### config.mk
export PLATFORM = sky130hd
export DESIGN_NAME = prime_range_counter_top
export DESIGN_NICKNAME = d
export VERILOG_FILES = /design/src/hdl/prc_pkg.sv /design/src/hdl/prc_rem_unit.sv /design/src/hdl/prc_trial.sv /design/src/hdl/prime_range_counter_top.sv
export SDC_FILE = /design/constraint.sdc
export NUM_CORES = 1
export LEC_CHECK = 0
export BUFFER_PORTS_ARGS = -buffer_cell sky130_fd_sc_hd__buf_2
export CAP_MARGIN = 20
export CORE_ASPECT_RATIO = 0.6
export CORE_MARGIN = 2
export CORE_UTILIZATION = 40
export CTS_CLUSTER_DIAMETER = 80
export DETAILED_ROUTE_END_ITERATION = 8
export MAX_ROUTING_LAYER = met4
export PLACE_DENSITY_LB_ADDON = 0.12
export RECOVER_POWER = 50
export SYNTH_ARGS = -nofsm -noshare
export SYNTH_HDL_FRONTEND = slang
export SYNTH_SLANG_ARGS = --single-unit
### constraint.sdc
create_clock -name clk -period 7 [get_ports clk]
set_input_delay 2.1 -clock clk [delete_from_list [all_inputs] [get_ports clk]]
set_output_delay 2.1 -clock clk [all_outputs]
set_load 0.02 [all_outputs]
### src/hdl/prc_pkg.sv
// shared constants, types and state encodings of the prime range counter
package prc_pkg;

	localparam int VALUE_BITS = 20;
	localparam int FIELD_W    = 20;
	localparam int ID_W       = 16;
	localparam int COUNT_W    = 21;
	localparam int SQ_W       = VALUE_BITS + 1;
	localparam int STEP_W     = $clog2(VALUE_BITS);

	typedef logic [VALUE_BITS-1:0] value_t;
	typedef logic [FIELD_W-1:0]    field_t;
	typedef logic [SQ_W-1:0]       sq_t;
	typedef logic [COUNT_W-1:0]    count_t;
	typedef logic [ID_W-1:0]       id_t;
	typedef logic [STEP_W-1:0]     step_t;

	localparam step_t  STEP_LAST = STEP_W'(VALUE_BITS - 1);
	localparam count_t COUNT_MAX = {COUNT_W{1'b1}};

	typedef enum logic {
		REM_IDLE,
		REM_RUN
	} rem_state_t;

	typedef enum logic [1:0] {
		TR_IDLE,
		TR_CHECK,
		TR_WAIT
	} trial_state_t;

	typedef enum logic [1:0] {
		ST_IDLE,
		ST_TEST,
		ST_WAIT,
		ST_FINISH
	} top_state_t;

	typedef struct packed {
		logic   start;
		value_t dividend;
		value_t divisor;
	} rem_req_t;

	typedef struct packed {
		logic done;
		logic zero;
	} rem_rsp_t;

	typedef struct packed {
		logic   start;
		value_t value;
	} trial_req_t;

	typedef struct packed {
		logic done;
		logic prime;
	} trial_rsp_t;

	// fit an input field to the value width: zero extend or drop high bits
	function automatic value_t fit_value(input field_t x);
		logic [FIELD_W+VALUE_BITS-1:0] wide;
		wide = {{VALUE_BITS{1'b0}}, x};
		return wide[VALUE_BITS-1:0];
	endfunction

endpackage

### src/hdl/prc_rem_unit.sv
// bit-serial restoring remainder unit, one dividend bit per cycle
module prc_rem_unit (
	input  logic             clk,
	input  logic             arst_n,
	input  prc_pkg::rem_req_t req,
	output prc_pkg::rem_rsp_t rsp
);
	import prc_pkg::*;

	rem_state_t state_q, state_d;
	step_t      step_q, step_d;
	value_t     shift_q, shift_d;
	value_t     div_q, div_d;
	value_t     rem_q, rem_d;
	logic       done_q, done_d;
	logic       zero_q, zero_d;

	logic [VALUE_BITS:0] trial;
	logic [VALUE_BITS:0] diff;
	value_t              rem_next;

	// one restoring step: bring in the next dividend bit, subtract if it fits
	always_comb begin
		trial    = {rem_q, shift_q[VALUE_BITS-1]};
		diff     = trial - {1'b0, div_q};
		rem_next = (trial >= {1'b0, div_q}) ? diff[VALUE_BITS-1:0] : trial[VALUE_BITS-1:0];
	end

	// next state and datapath updates
	always_comb begin
		state_d = state_q;
		step_d  = step_q;
		shift_d = shift_q;
		div_d   = div_q;
		rem_d   = rem_q;
		done_d  = 1'b0;
		zero_d  = zero_q;
		unique case (state_q)
			REM_IDLE: begin
				if (req.start) begin
					shift_d = req.dividend;
					div_d   = req.divisor;
					rem_d   = '0;
					step_d  = '0;
					state_d = REM_RUN;
				end
			end
			REM_RUN: begin
				rem_d   = rem_next;
				shift_d = {shift_q[VALUE_BITS-2:0], 1'b0};
				step_d  = step_q + step_t'(1);
				if (step_q == STEP_LAST) begin
					done_d  = 1'b1;
					zero_d  = (rem_next == '0);
					state_d = REM_IDLE;
				end
			end
			default: state_d = REM_IDLE;
		endcase
	end

	// control registers
	always_ff @(posedge clk or negedge arst_n) begin
		if (!arst_n) begin
			state_q <= REM_IDLE;
			step_q  <= '0;
			done_q  <= 1'b0;
		end else begin
			state_q <= state_d;
			step_q  <= step_d;
			done_q  <= done_d;
		end
	end

	// datapath registers
	always_ff @(posedge clk) begin
		shift_q <= shift_d;
		div_q   <= div_d;
		rem_q   <= rem_d;
		zero_q  <= zero_d;
	end

	assign rsp.done = done_q;
	assign rsp.zero = zero_q;

endmodule

### src/hdl/prc_trial.sv
// primality test of one value by trial division over 2 and the odd divisors
module prc_trial (
	input  logic                clk,
	input  logic                arst_n,
	input  prc_pkg::trial_req_t req,
	output prc_pkg::trial_rsp_t rsp
);
	import prc_pkg::*;

	trial_state_t state_q, state_d;
	value_t       n_q, n_d;
	value_t       d_q, d_d;
	sq_t          sq_q, sq_d;
	logic         done_q, done_d;
	logic         prime_q, prime_d;

	rem_req_t rem_req;
	rem_rsp_t rem_rsp;

	logic sq_over;

	prc_rem_unit u_rem (
		.clk    (clk),
		.arst_n (arst_n),
		.req    (rem_req),
		.rsp    (rem_rsp)
	);

	// divisor squared already past the value: no divisor left to try
	assign sq_over = (sq_q > {1'b0, n_q});

	// divisor walk: 2, 3, 5, 7, ... with the square kept alongside
	always_comb begin
		state_d  = state_q;
		n_d      = n_q;
		d_d      = d_q;
		sq_d     = sq_q;
		done_d   = 1'b0;
		prime_d  = prime_q;
		rem_req.start    = 1'b0;
		rem_req.dividend = n_q;
		rem_req.divisor  = d_q;
		unique case (state_q)
			TR_IDLE: begin
				if (req.start) begin
					n_d  = req.value;
					d_d  = value_t'(2);
					sq_d = sq_t'(4);
					if (req.value < value_t'(2)) begin
						done_d  = 1'b1;
						prime_d = 1'b0;
					end else begin
						state_d = TR_CHECK;
					end
				end
			end
			TR_CHECK: begin
				if (sq_over) begin
					done_d  = 1'b1;
					prime_d = 1'b1;
					state_d = TR_IDLE;
				end else begin
					rem_req.start = 1'b1;
					state_d       = TR_WAIT;
				end
			end
			TR_WAIT: begin
				if (rem_rsp.done) begin
					if (rem_rsp.zero) begin
						done_d  = 1'b1;
						prime_d = 1'b0;
						state_d = TR_IDLE;
					end else begin
						state_d = TR_CHECK;
						if (d_q == value_t'(2)) begin
							d_d  = value_t'(3);
							sq_d = sq_t'(9);
						end else begin
							// (d+2)^2 = d^2 + 4d + 4
							d_d  = d_q + value_t'(2);
							sq_d = sq_q + ({1'b0, d_q} << 2) + sq_t'(4);
						end
					end
				end
			end
			default: state_d = TR_IDLE;
		endcase
	end

	// control registers
	always_ff @(posedge clk or negedge arst_n) begin
		if (!arst_n) begin
			state_q <= TR_IDLE;
			done_q  <= 1'b0;
		end else begin
			state_q <= state_d;
			done_q  <= done_d;
		end
	end

	// datapath registers
	always_ff @(posedge clk) begin
		n_q     <= n_d;
		d_q     <= d_d;
		sq_q    <= sq_d;
		prime_q <= prime_d;
	end

	assign rsp.done  = done_q;
	assign rsp.prime = prime_q;

endmodule

### src/hdl/prime_range_counter_top.sv
// top level of the prime range counter: task intake, range walk, result register
//
// Each task carries a tag and an inclusive range; the block returns the tag
// with the number of primes in that range (zero when low is above high; zero
// and one never count). Candidates are tested one after another by trial
// division with 2 and then the odd divisors up to the square root. Every trial
// division is a check of the divisor square, VALUE_BITS bit-serial remainder
// steps and the registered remainder flag. A prime candidate runs through
// every divisor up to its square root, a composite stops at its smallest
// factor, and zero and one are rejected without any division. A task costs
// the sum over its range plus intake and hand-off. One task is in work at a
// time; a new task is taken as soon as the previous count is in the output
// register, even while that result still waits to be transferred.
module prime_range_counter_top (
	input  logic             clk,
	input  logic             arst_n,
	input  logic             in_valid,
	output logic             in_ready,
	input  prc_pkg::id_t     task_id,
	input  prc_pkg::field_t  range_low,
	input  prc_pkg::field_t  range_high,
	output logic             out_valid,
	input  logic             out_ready,
	output prc_pkg::id_t     done_id,
	output prc_pkg::count_t  prime_count
);
	import prc_pkg::*;

	top_state_t state_q, state_d;
	id_t        id_q, id_d;
	value_t     n_q, n_d;
	value_t     hi_q, hi_d;
	count_t     count_q, count_d;
	logic       out_valid_q;
	id_t        done_id_q;
	count_t     prime_count_q;
	logic       out_load;

	trial_req_t trial_req;
	trial_rsp_t trial_rsp;

	value_t lo_in;
	value_t hi_in;

	prc_trial u_trial (
		.clk    (clk),
		.arst_n (arst_n),
		.req    (trial_req),
		.rsp    (trial_rsp)
	);

	assign lo_in = fit_value(range_low);
	assign hi_in = fit_value(range_high);

	// range walk over the candidates of one task
	always_comb begin
		state_d  = state_q;
		id_d     = id_q;
		n_d      = n_q;
		hi_d     = hi_q;
		count_d  = count_q;
		out_load = 1'b0;
		in_ready = 1'b0;
		trial_req.start = 1'b0;
		trial_req.value = n_q;
		unique case (state_q)
			ST_IDLE: begin
				in_ready = 1'b1;
				if (in_valid) begin
					id_d    = task_id;
					n_d     = lo_in;
					hi_d    = hi_in;
					count_d = '0;
					state_d = (lo_in > hi_in) ? ST_FINISH : ST_TEST;
				end
			end
			ST_TEST: begin
				trial_req.start = 1'b1;
				state_d         = ST_WAIT;
			end
			ST_WAIT: begin
				if (trial_rsp.done) begin
					if (trial_rsp.prime && (count_q != COUNT_MAX)) begin
						count_d = count_q + count_t'(1);
					end
					if (n_q == hi_q) begin
						state_d = ST_FINISH;
					end else begin
						n_d     = n_q + value_t'(1);
						state_d = ST_TEST;
					end
				end
			end
			ST_FINISH: begin
				// hand the count over once the result register is free
				if (!out_valid_q || out_ready) begin
					out_load = 1'b1;
					state_d  = ST_IDLE;
				end
			end
			default: state_d = ST_IDLE;
		endcase
	end

	// control registers
	always_ff @(posedge clk or negedge arst_n) begin
		if (!arst_n) begin
			state_q     <= ST_IDLE;
			out_valid_q <= 1'b0;
		end else begin
			state_q <= state_d;
			if (out_load) begin
				out_valid_q <= 1'b1;
			end else if (out_ready) begin
				out_valid_q <= 1'b0;
			end
		end
	end

	// task and result registers
	always_ff @(posedge clk) begin
		id_q    <= id_d;
		n_q     <= n_d;
		hi_q    <= hi_d;
		count_q <= count_d;
		if (out_load) begin
			done_id_q     <= id_q;
			prime_count_q <= count_q;
		end
	end

	assign out_valid   = out_valid_q;
	assign done_id     = done_id_q;
	assign prime_count = prime_count_q;

endmodule

==> flow_metrics.tcl, run 1 <==
set metrics [dict create \
    outcome "complete, but fails checks" \
    violations "max-capacitance violations, max-slew violations" \
    final_common_cell "edfxtp_1" \
    worstMarginPinSlew_ps 2720 \
    drive_gt1_share_pct 11.7 \
    yosysUniqueCellTypes 64 \
    worst-setup-path-type "reg -> reg" \
    port_buffers 98 \
    cts_hold_buf 0 \
    cp_max_fo 61 \
    grtUsageTotal_pct 18.7 \
    nNetsFinal 1430 \
    use_met1_pct 32.1 \
    via_count 9077 \
    initial_utilization_pct 40.8 \
    met2_usage_pct 22.5 \
    ios 99 \
    synth_ff_type "edfxtp_1" \
    power.total_mw 5.85 \
    grt_antenna_before_repair 0 \
    globalplace.congestion 0.822 \
    finalSetupViolCount 0 \
    ys_async_sr_fraction_pct 5.22 \
    postSynthRegisterBits 249 \
    yosysSeqAreaShare_pct 55.9 \
    detail-route-antenna-nets 0 \
    hold_viol 0 \
    dp.cells 1665 \
    holdWs_ps 418 \
    ir_drop_v 0.000151 \
    final_util_pct 46.4 \
    syn_area_um2 13300 \
    grt_pass1_vias 8487 \
    cts_tree "yes" \
    cts-root-buf "clkbuf_16" \
    hold_path_class "reg -> reg" \
    layout_common_cells "236 x edfxtp_1, 109 x nor2_1, 101 x nand2_1" \
    dp_slack_ps 2820 \
    drtIter0Drc 781 \
    area_growth_pct 13.9 \
    grt_max_degree 62 \
    num_antenna_cells 0 \
    setup_tns_ps 0 \
    period_share_pct 60.3 \
    power.density_nw_per_um2 387 \
    max_freq_mhz 237 \
    clk_pin_slew_ps 60 \
    grt_pass1_wl_um 49700 \
    cap_violations 4 \
    drt_wl_total_um 31400 \
    finalInstanceArea_um2 15100 \
    cts.htree.levels 1 \
    post_drt_via_cell_ratio 5.30 \
    ctsResizeCount 0 \
    drc 0 \
    cts-buffers-inserted 25 \
    syn_area_per_cell_um2 11.4 \
    core_area_um2 32500 \
    firstDrtPassIters 5 \
    setup_ws_ps 2780 \
    clk_path_buf_depth 3 \
    fin_cells 1712 \
    cts_setup_buffers 0 \
    place_hpwl_um 22900 \
    fin_skew_ps 19.3 \
    fp.dieH_um 145 \
    dpl-instance-area_um2 14300 \
    max_slew_margin_pct -81.4 \
    busiest_layer "met1" \
    p_leak_nw 5.89 \
    dieArea_um2 34700 \
    synth-warning-count 0 \
    synthCells 1162 \
    period_needed_ps 4220 \
    fp-row-count 51 \
    synth_nets 1322 \
    required_ps 7200 \
    rsz0062_at_grt "no" \
    clock-sinks 249 \
    crit_path_end_kind "register" \
    slew_violations 191 \
    use_met3_pct 3.06 \
    synth_edf_count 236 \
    die_w_um 239 \
    cp-start-kind "register" \
    grt-ovfl-total 0 \
    clk_latency_ps 540 \
    wire_per_inst_um 18.4 \
    arrival_ps 4420 \
]
-- area by class of cell --
type | instances | area (um2)
inverters | 74 | 278
fillers | 3043 | 17400
flip-flops and latches | 249 | 7410
repair buffers | 110 | 582
clock buffers | 29 | 641
clock inverters | 16 | 179
well taps | 424 | 531
multi-input cells | 810 | 5480
-- final timing paths --
path | startpoint | to | slack, ps | depth (start not counted)
max in group asynchronous | arst_n | state_q[1]$_DFFE_PN0P_ | 4740 | 1
min | id_q[0]$_DFFE_PP_ | done_id[0]$_DFFE_PP_ | 420 | 0
max | state_q[0]$_DFFE_PN0P_ | n_q[0]$_DFFE_PP_ | 2780 | 5
min reg2reg | id_q[0]$_DFFE_PP_ | done_id[0]$_DFFE_PP_ | 420 | 0
min in group asynchronous | arst_n | u_trial.u_rem.state_q$_DFF_PN0_ | 1680 | 1
max reg2reg | state_q[0]$_DFFE_PN0P_ | n_q[0]$_DFFE_PP_ | 2780 | 5
-- where the power goes --
part / switching [mW] / leakage (nW) / internal [mW]
clock network: 0.579 / 0.408 / 0.802
registers: 0.256 / 2.37 / 2.17
logic: 1.29 / 3.11 / 0.752
total: 2.12 / 5.89 / 3.72
-- cell families (layout without fill, tap and decap cells) --
family	count (synthesis)	after routing	share of synthesized area [%]
compound gates	200	200	9.42
xor+xnor	103	103	6.80
fa+ha+maj	100	100	9.55
buf+inv	103	229	3.03
flops	249	249	55.9
mux	8	8	0.623
simple gates	399	399	14.7
-- Yosys cell counts (6+ instances only) --
library cell | count | area (um2)
inv_1 | 74 | 278
nand4_1 | 24 | 150
a21oi_1 | 48 | 240
nor4_1 | 19 | 119
o31ai_1 | 6 | 45.0
xor2_1 | 61 | 534
xnor2_1 | 42 | 368
clkbuf_1 | 26 | 97.6
nand2_1 | 102 | 383
a31oi_1 | 12 | 75.1
nand2b_1 | 8 | 50.1
nor2_1 | 110 | 413
o21ai_0 | 53 | 265
mux2i_1 | 6 | 60.1
a21o_1 | 27 | 203
nor3_1 | 25 | 125
nor2b_1 | 10 | 62.6
a211oi_1 | 10 | 75.1
o21ai_1 | 13 | 65.1
and3_1 | 16 | 100
ha_1 | 98 | 1230
or3_1 | 10 | 62.6
dfrtp_1 | 13 | 325
edfxtp_1 | 236 | 7090
o21a_1 | 6 | 45.0
nand3_1 | 39 | 195
and2_1 | 6 | 37.5
-- state kept, by name (all words and copies together), names as in the netlist, 20 cells and up --
name,count
u_trial.d_q,20
u_trial.u_rem.div_q,20
u_trial.n_q,20
u_trial.u_rem.rem_q,20
hi_q,20
count_q,21
u_trial.sq_q,20
prime_count,21
u_trial.u_rem.shift_q,20
n_q,20
-- per-layer routing --
metal  up-vias  part of all wire [%]
met5         -                     0
met4         0                   1.1
met3        31                   5.8
met2       231                    37
met1      4351                    56
li1       4464                     -
-- critical path: stages, from the launching register on --
cell and delay (ps):
dfrtp_1 520, nand2b_2 170, clkbuf_1 1920, nor4_1 520
a211oi_2 350, buf_4 340
No activity file was read; power rests on OpenSTA's default activity.
==> run 2: changes to the inputs <==
==> constraint.sdc (replaced) <==
create_clock -name clk -period 4.15 [get_ports clk]
set_input_delay 1.245 -clock clk [delete_from_list [all_inputs] [get_ports clk]]
set_output_delay 1.245 -clock clk [all_outputs]
set_load 0.02 [all_outputs]
==> run 2 against run 1 <==
The run still ends with max-capacitance violations, max-slew violations left. Sequential cell count stayed put. Clock-buffer cell count fell by 3. Non-clock buffer count is 5 higher. Die area did not move. Critical endpoint is now u_trial.u_rem.zero_q$_DFFE_PP_. Utilization about the same. Routed wire length up 0.38%. Maximum frequency is 21% higher. Critical path depth is 6 higher. Largest cell class unchanged. Sequential share of layout area hardly changed. Register-to-register slack worse by 2100 ps.
==> flow_metrics.tcl, run 2 (synthesized netlist as in run 1, its figures left out) <==
set metrics [dict create \
    multi_input_area_um2 5470 \
    cp_max_fo 3 \
    grtUsageTotal_pct 18.8 \
    area_growth_pct 13.9 \
    detail-route-antenna-nets 0 \
    seq_area_um2 7410 \
    clk_path_buf_depth 3 \
    dp.cells 1672 \
    clock-sinks 249 \
    grt_pass1_vias 8559 \
    port_buffers 98 \
    final_common_cell "edfxtp_1" \
    dieArea_um2 34700 \
    outcome "complete, but fails checks" \
    cts_tree "yes" \
    crit_chain "inv_1 -> ha_1 -> inv_1 -> fa_1 -> xor2_1 -> or3b_2 -> or4_1 -> nor4_1 -> nand4b_1 -> a221o_1 -> nor3_2" \
    violations "max-capacitance violations, max-slew violations" \
    cts_hold_buf 0 \
    worst_r2r_path_depth 11 \
    cts-root-buf "clkbuf_16" \
    initial_utilization_pct 40.8 \
    worstMarginPinSlew_ps 2610 \
    via_count 9062 \
    fp-row-count 51 \
    core_area_um2 32500 \
    ir_drop_v 0.000277 \
    grt_antenna_before_repair 0 \
    max_slew_margin_pct -73.8 \
    grt-ovfl-total 0 \
    required_ps 4520 \
    cts_setup_buffers 0 \
    firstDrtPassIters 5 \
    crit_slowest_cell "or4_1" \
    max_freq_mhz 287 \
    die_w_um 239 \
    place_hpwl_um 23400 \
    cts-buffers-inserted 25 \
    cts.htree.levels 1 \
    layout_common_cells "236 x edfxtp_1, 109 x nor2_1, 101 x nand2_1" \
    p_leak_nw 5.89 \
    grt_pass1_wl_um 49800 \
    hold_path_class "reg -> reg" \
    ios 99 \
    finalSetupViolCount 0 \
    fp.dieH_um 145 \
    num_antenna_cells 0 \
    drtIter0Drc 663 \
    worst-setup-path-type "reg -> reg" \
    drive_gt1_share_pct 12.0 \
    rsz0062_at_grt "no" \
    slew_violations 151 \
    cap_violations 3 \
    power.density_nw_per_um2 652 \
    fin_skew_ps 14.6 \
    setup_tns_ps 0 \
    drt_wl_total_um 31600 \
    drc 0 \
    hold_viol 0 \
    fin_cells 1717 \
    arrival_ps 3860 \
    num-fill-cells 3062 \
    wire_per_inst_um 18.4 \
    crit_top_cell "inv_1" \
    grt_max_degree 61 \
    period_share_pct 84.0 \
    crit_path_end_kind "register" \
    worstHoldPathCells 0 \
    ctsResizeCount 0 \
    period_needed_ps 3490 \
    post_drt_via_cell_ratio 5.28 \
    clk_pin_slew_ps 70 \
    slowest_delay_ps 540 \
    clk_latency_ps 530 \
    globalplace.congestion 0.877 \
    power.total_mw 9.85 \
    nNetsFinal 1435 \
    cp-start-kind "register" \
]
-- run 2: critical path, delay by kind of cell, from the launching register on --
family	cells	cell delay, ps
adder cells (fa/ha/maj)	2	580
AO/OA/AOI/OAI	1	390
AND/OR/NAND/NOR	5	1610
flip-flops	1	430
buffers and inverters	2	130
XOR/XNOR	1	200
-- run 2: area by class of cell --
| class | count | share of cell area [%] |
|---|---|---|
| Multi-Input combinational cell | 810 | 36.2 |
| Inverter | 74 | 1.84 |
| Clock inverter | 19 | 1.43 |
| Sequential cell | 249 | 49.1 |
| Tap cell | 424 | 3.51 |
| Timing Repair Buffer | 115 | 3.77 |
| Clock buffer | 26 | 4.17 |
-- run 2: final timing paths --
| path | start | endpoint | slack, ps |
|---|---|---|---|
| worst min-delay path | id_q[13]$_DFFE_PP_ | done_id[13]$_DFFE_PP_ | 420 |
| max in group asynchronous | arst_n | out_valid$_DFFE_PN0P_ | 2860 |
| worst min register to register | id_q[13]$_DFFE_PP_ | done_id[13]$_DFFE_PP_ | 420 |
| worst max-delay path | u_trial.u_rem.shift_q[19]$_DFFE_PP_ | u_trial.u_rem.zero_q$_DFFE_PP_ | 660 |
| worst max register to register | u_trial.u_rem.shift_q[19]$_DFFE_PP_ | u_trial.u_rem.zero_q$_DFFE_PP_ | 660 |
| min in group asynchronous | arst_n | u_trial.u_rem.state_q$_DFF_PN0_ | 780 |
-- run 2: routing by layer --
layer	track usage, %	up-vias	share of wire (%)
met2	22.8	208	37
li1	-	4461	-
met3	3.03	34	5.6
met4	2.94	0	1.4
met5	-	-	0
met1	31.9	4359	56
-- run 2: where the power goes --
part | switching (mW) | internal, mW
Sequential | 0.426 | 3.66
Clock | 1.01 | 1.36
Combinational | 2.14 | 1.24
Total | 3.58 | 6.27
-- run 2: stage by stage --
| stage | setup WS (ps) | hold WS (ps) | instance area, um2 | utilization, % |
|---|---|---|---|---|
| CTS | 664 | 419 | 15200 | 46.6 |
| detailed placement | 695 | 405 | 14300 | 44.0 |
| global placement | 808 | 400 | 14300 | 44.0 |
| floorplan | 100 | 400 | 13300 | - |
| finish | 664 | 419 | 15100 | 46.4 |
| global route | 457 | 427 | 15100 | 46.4 |
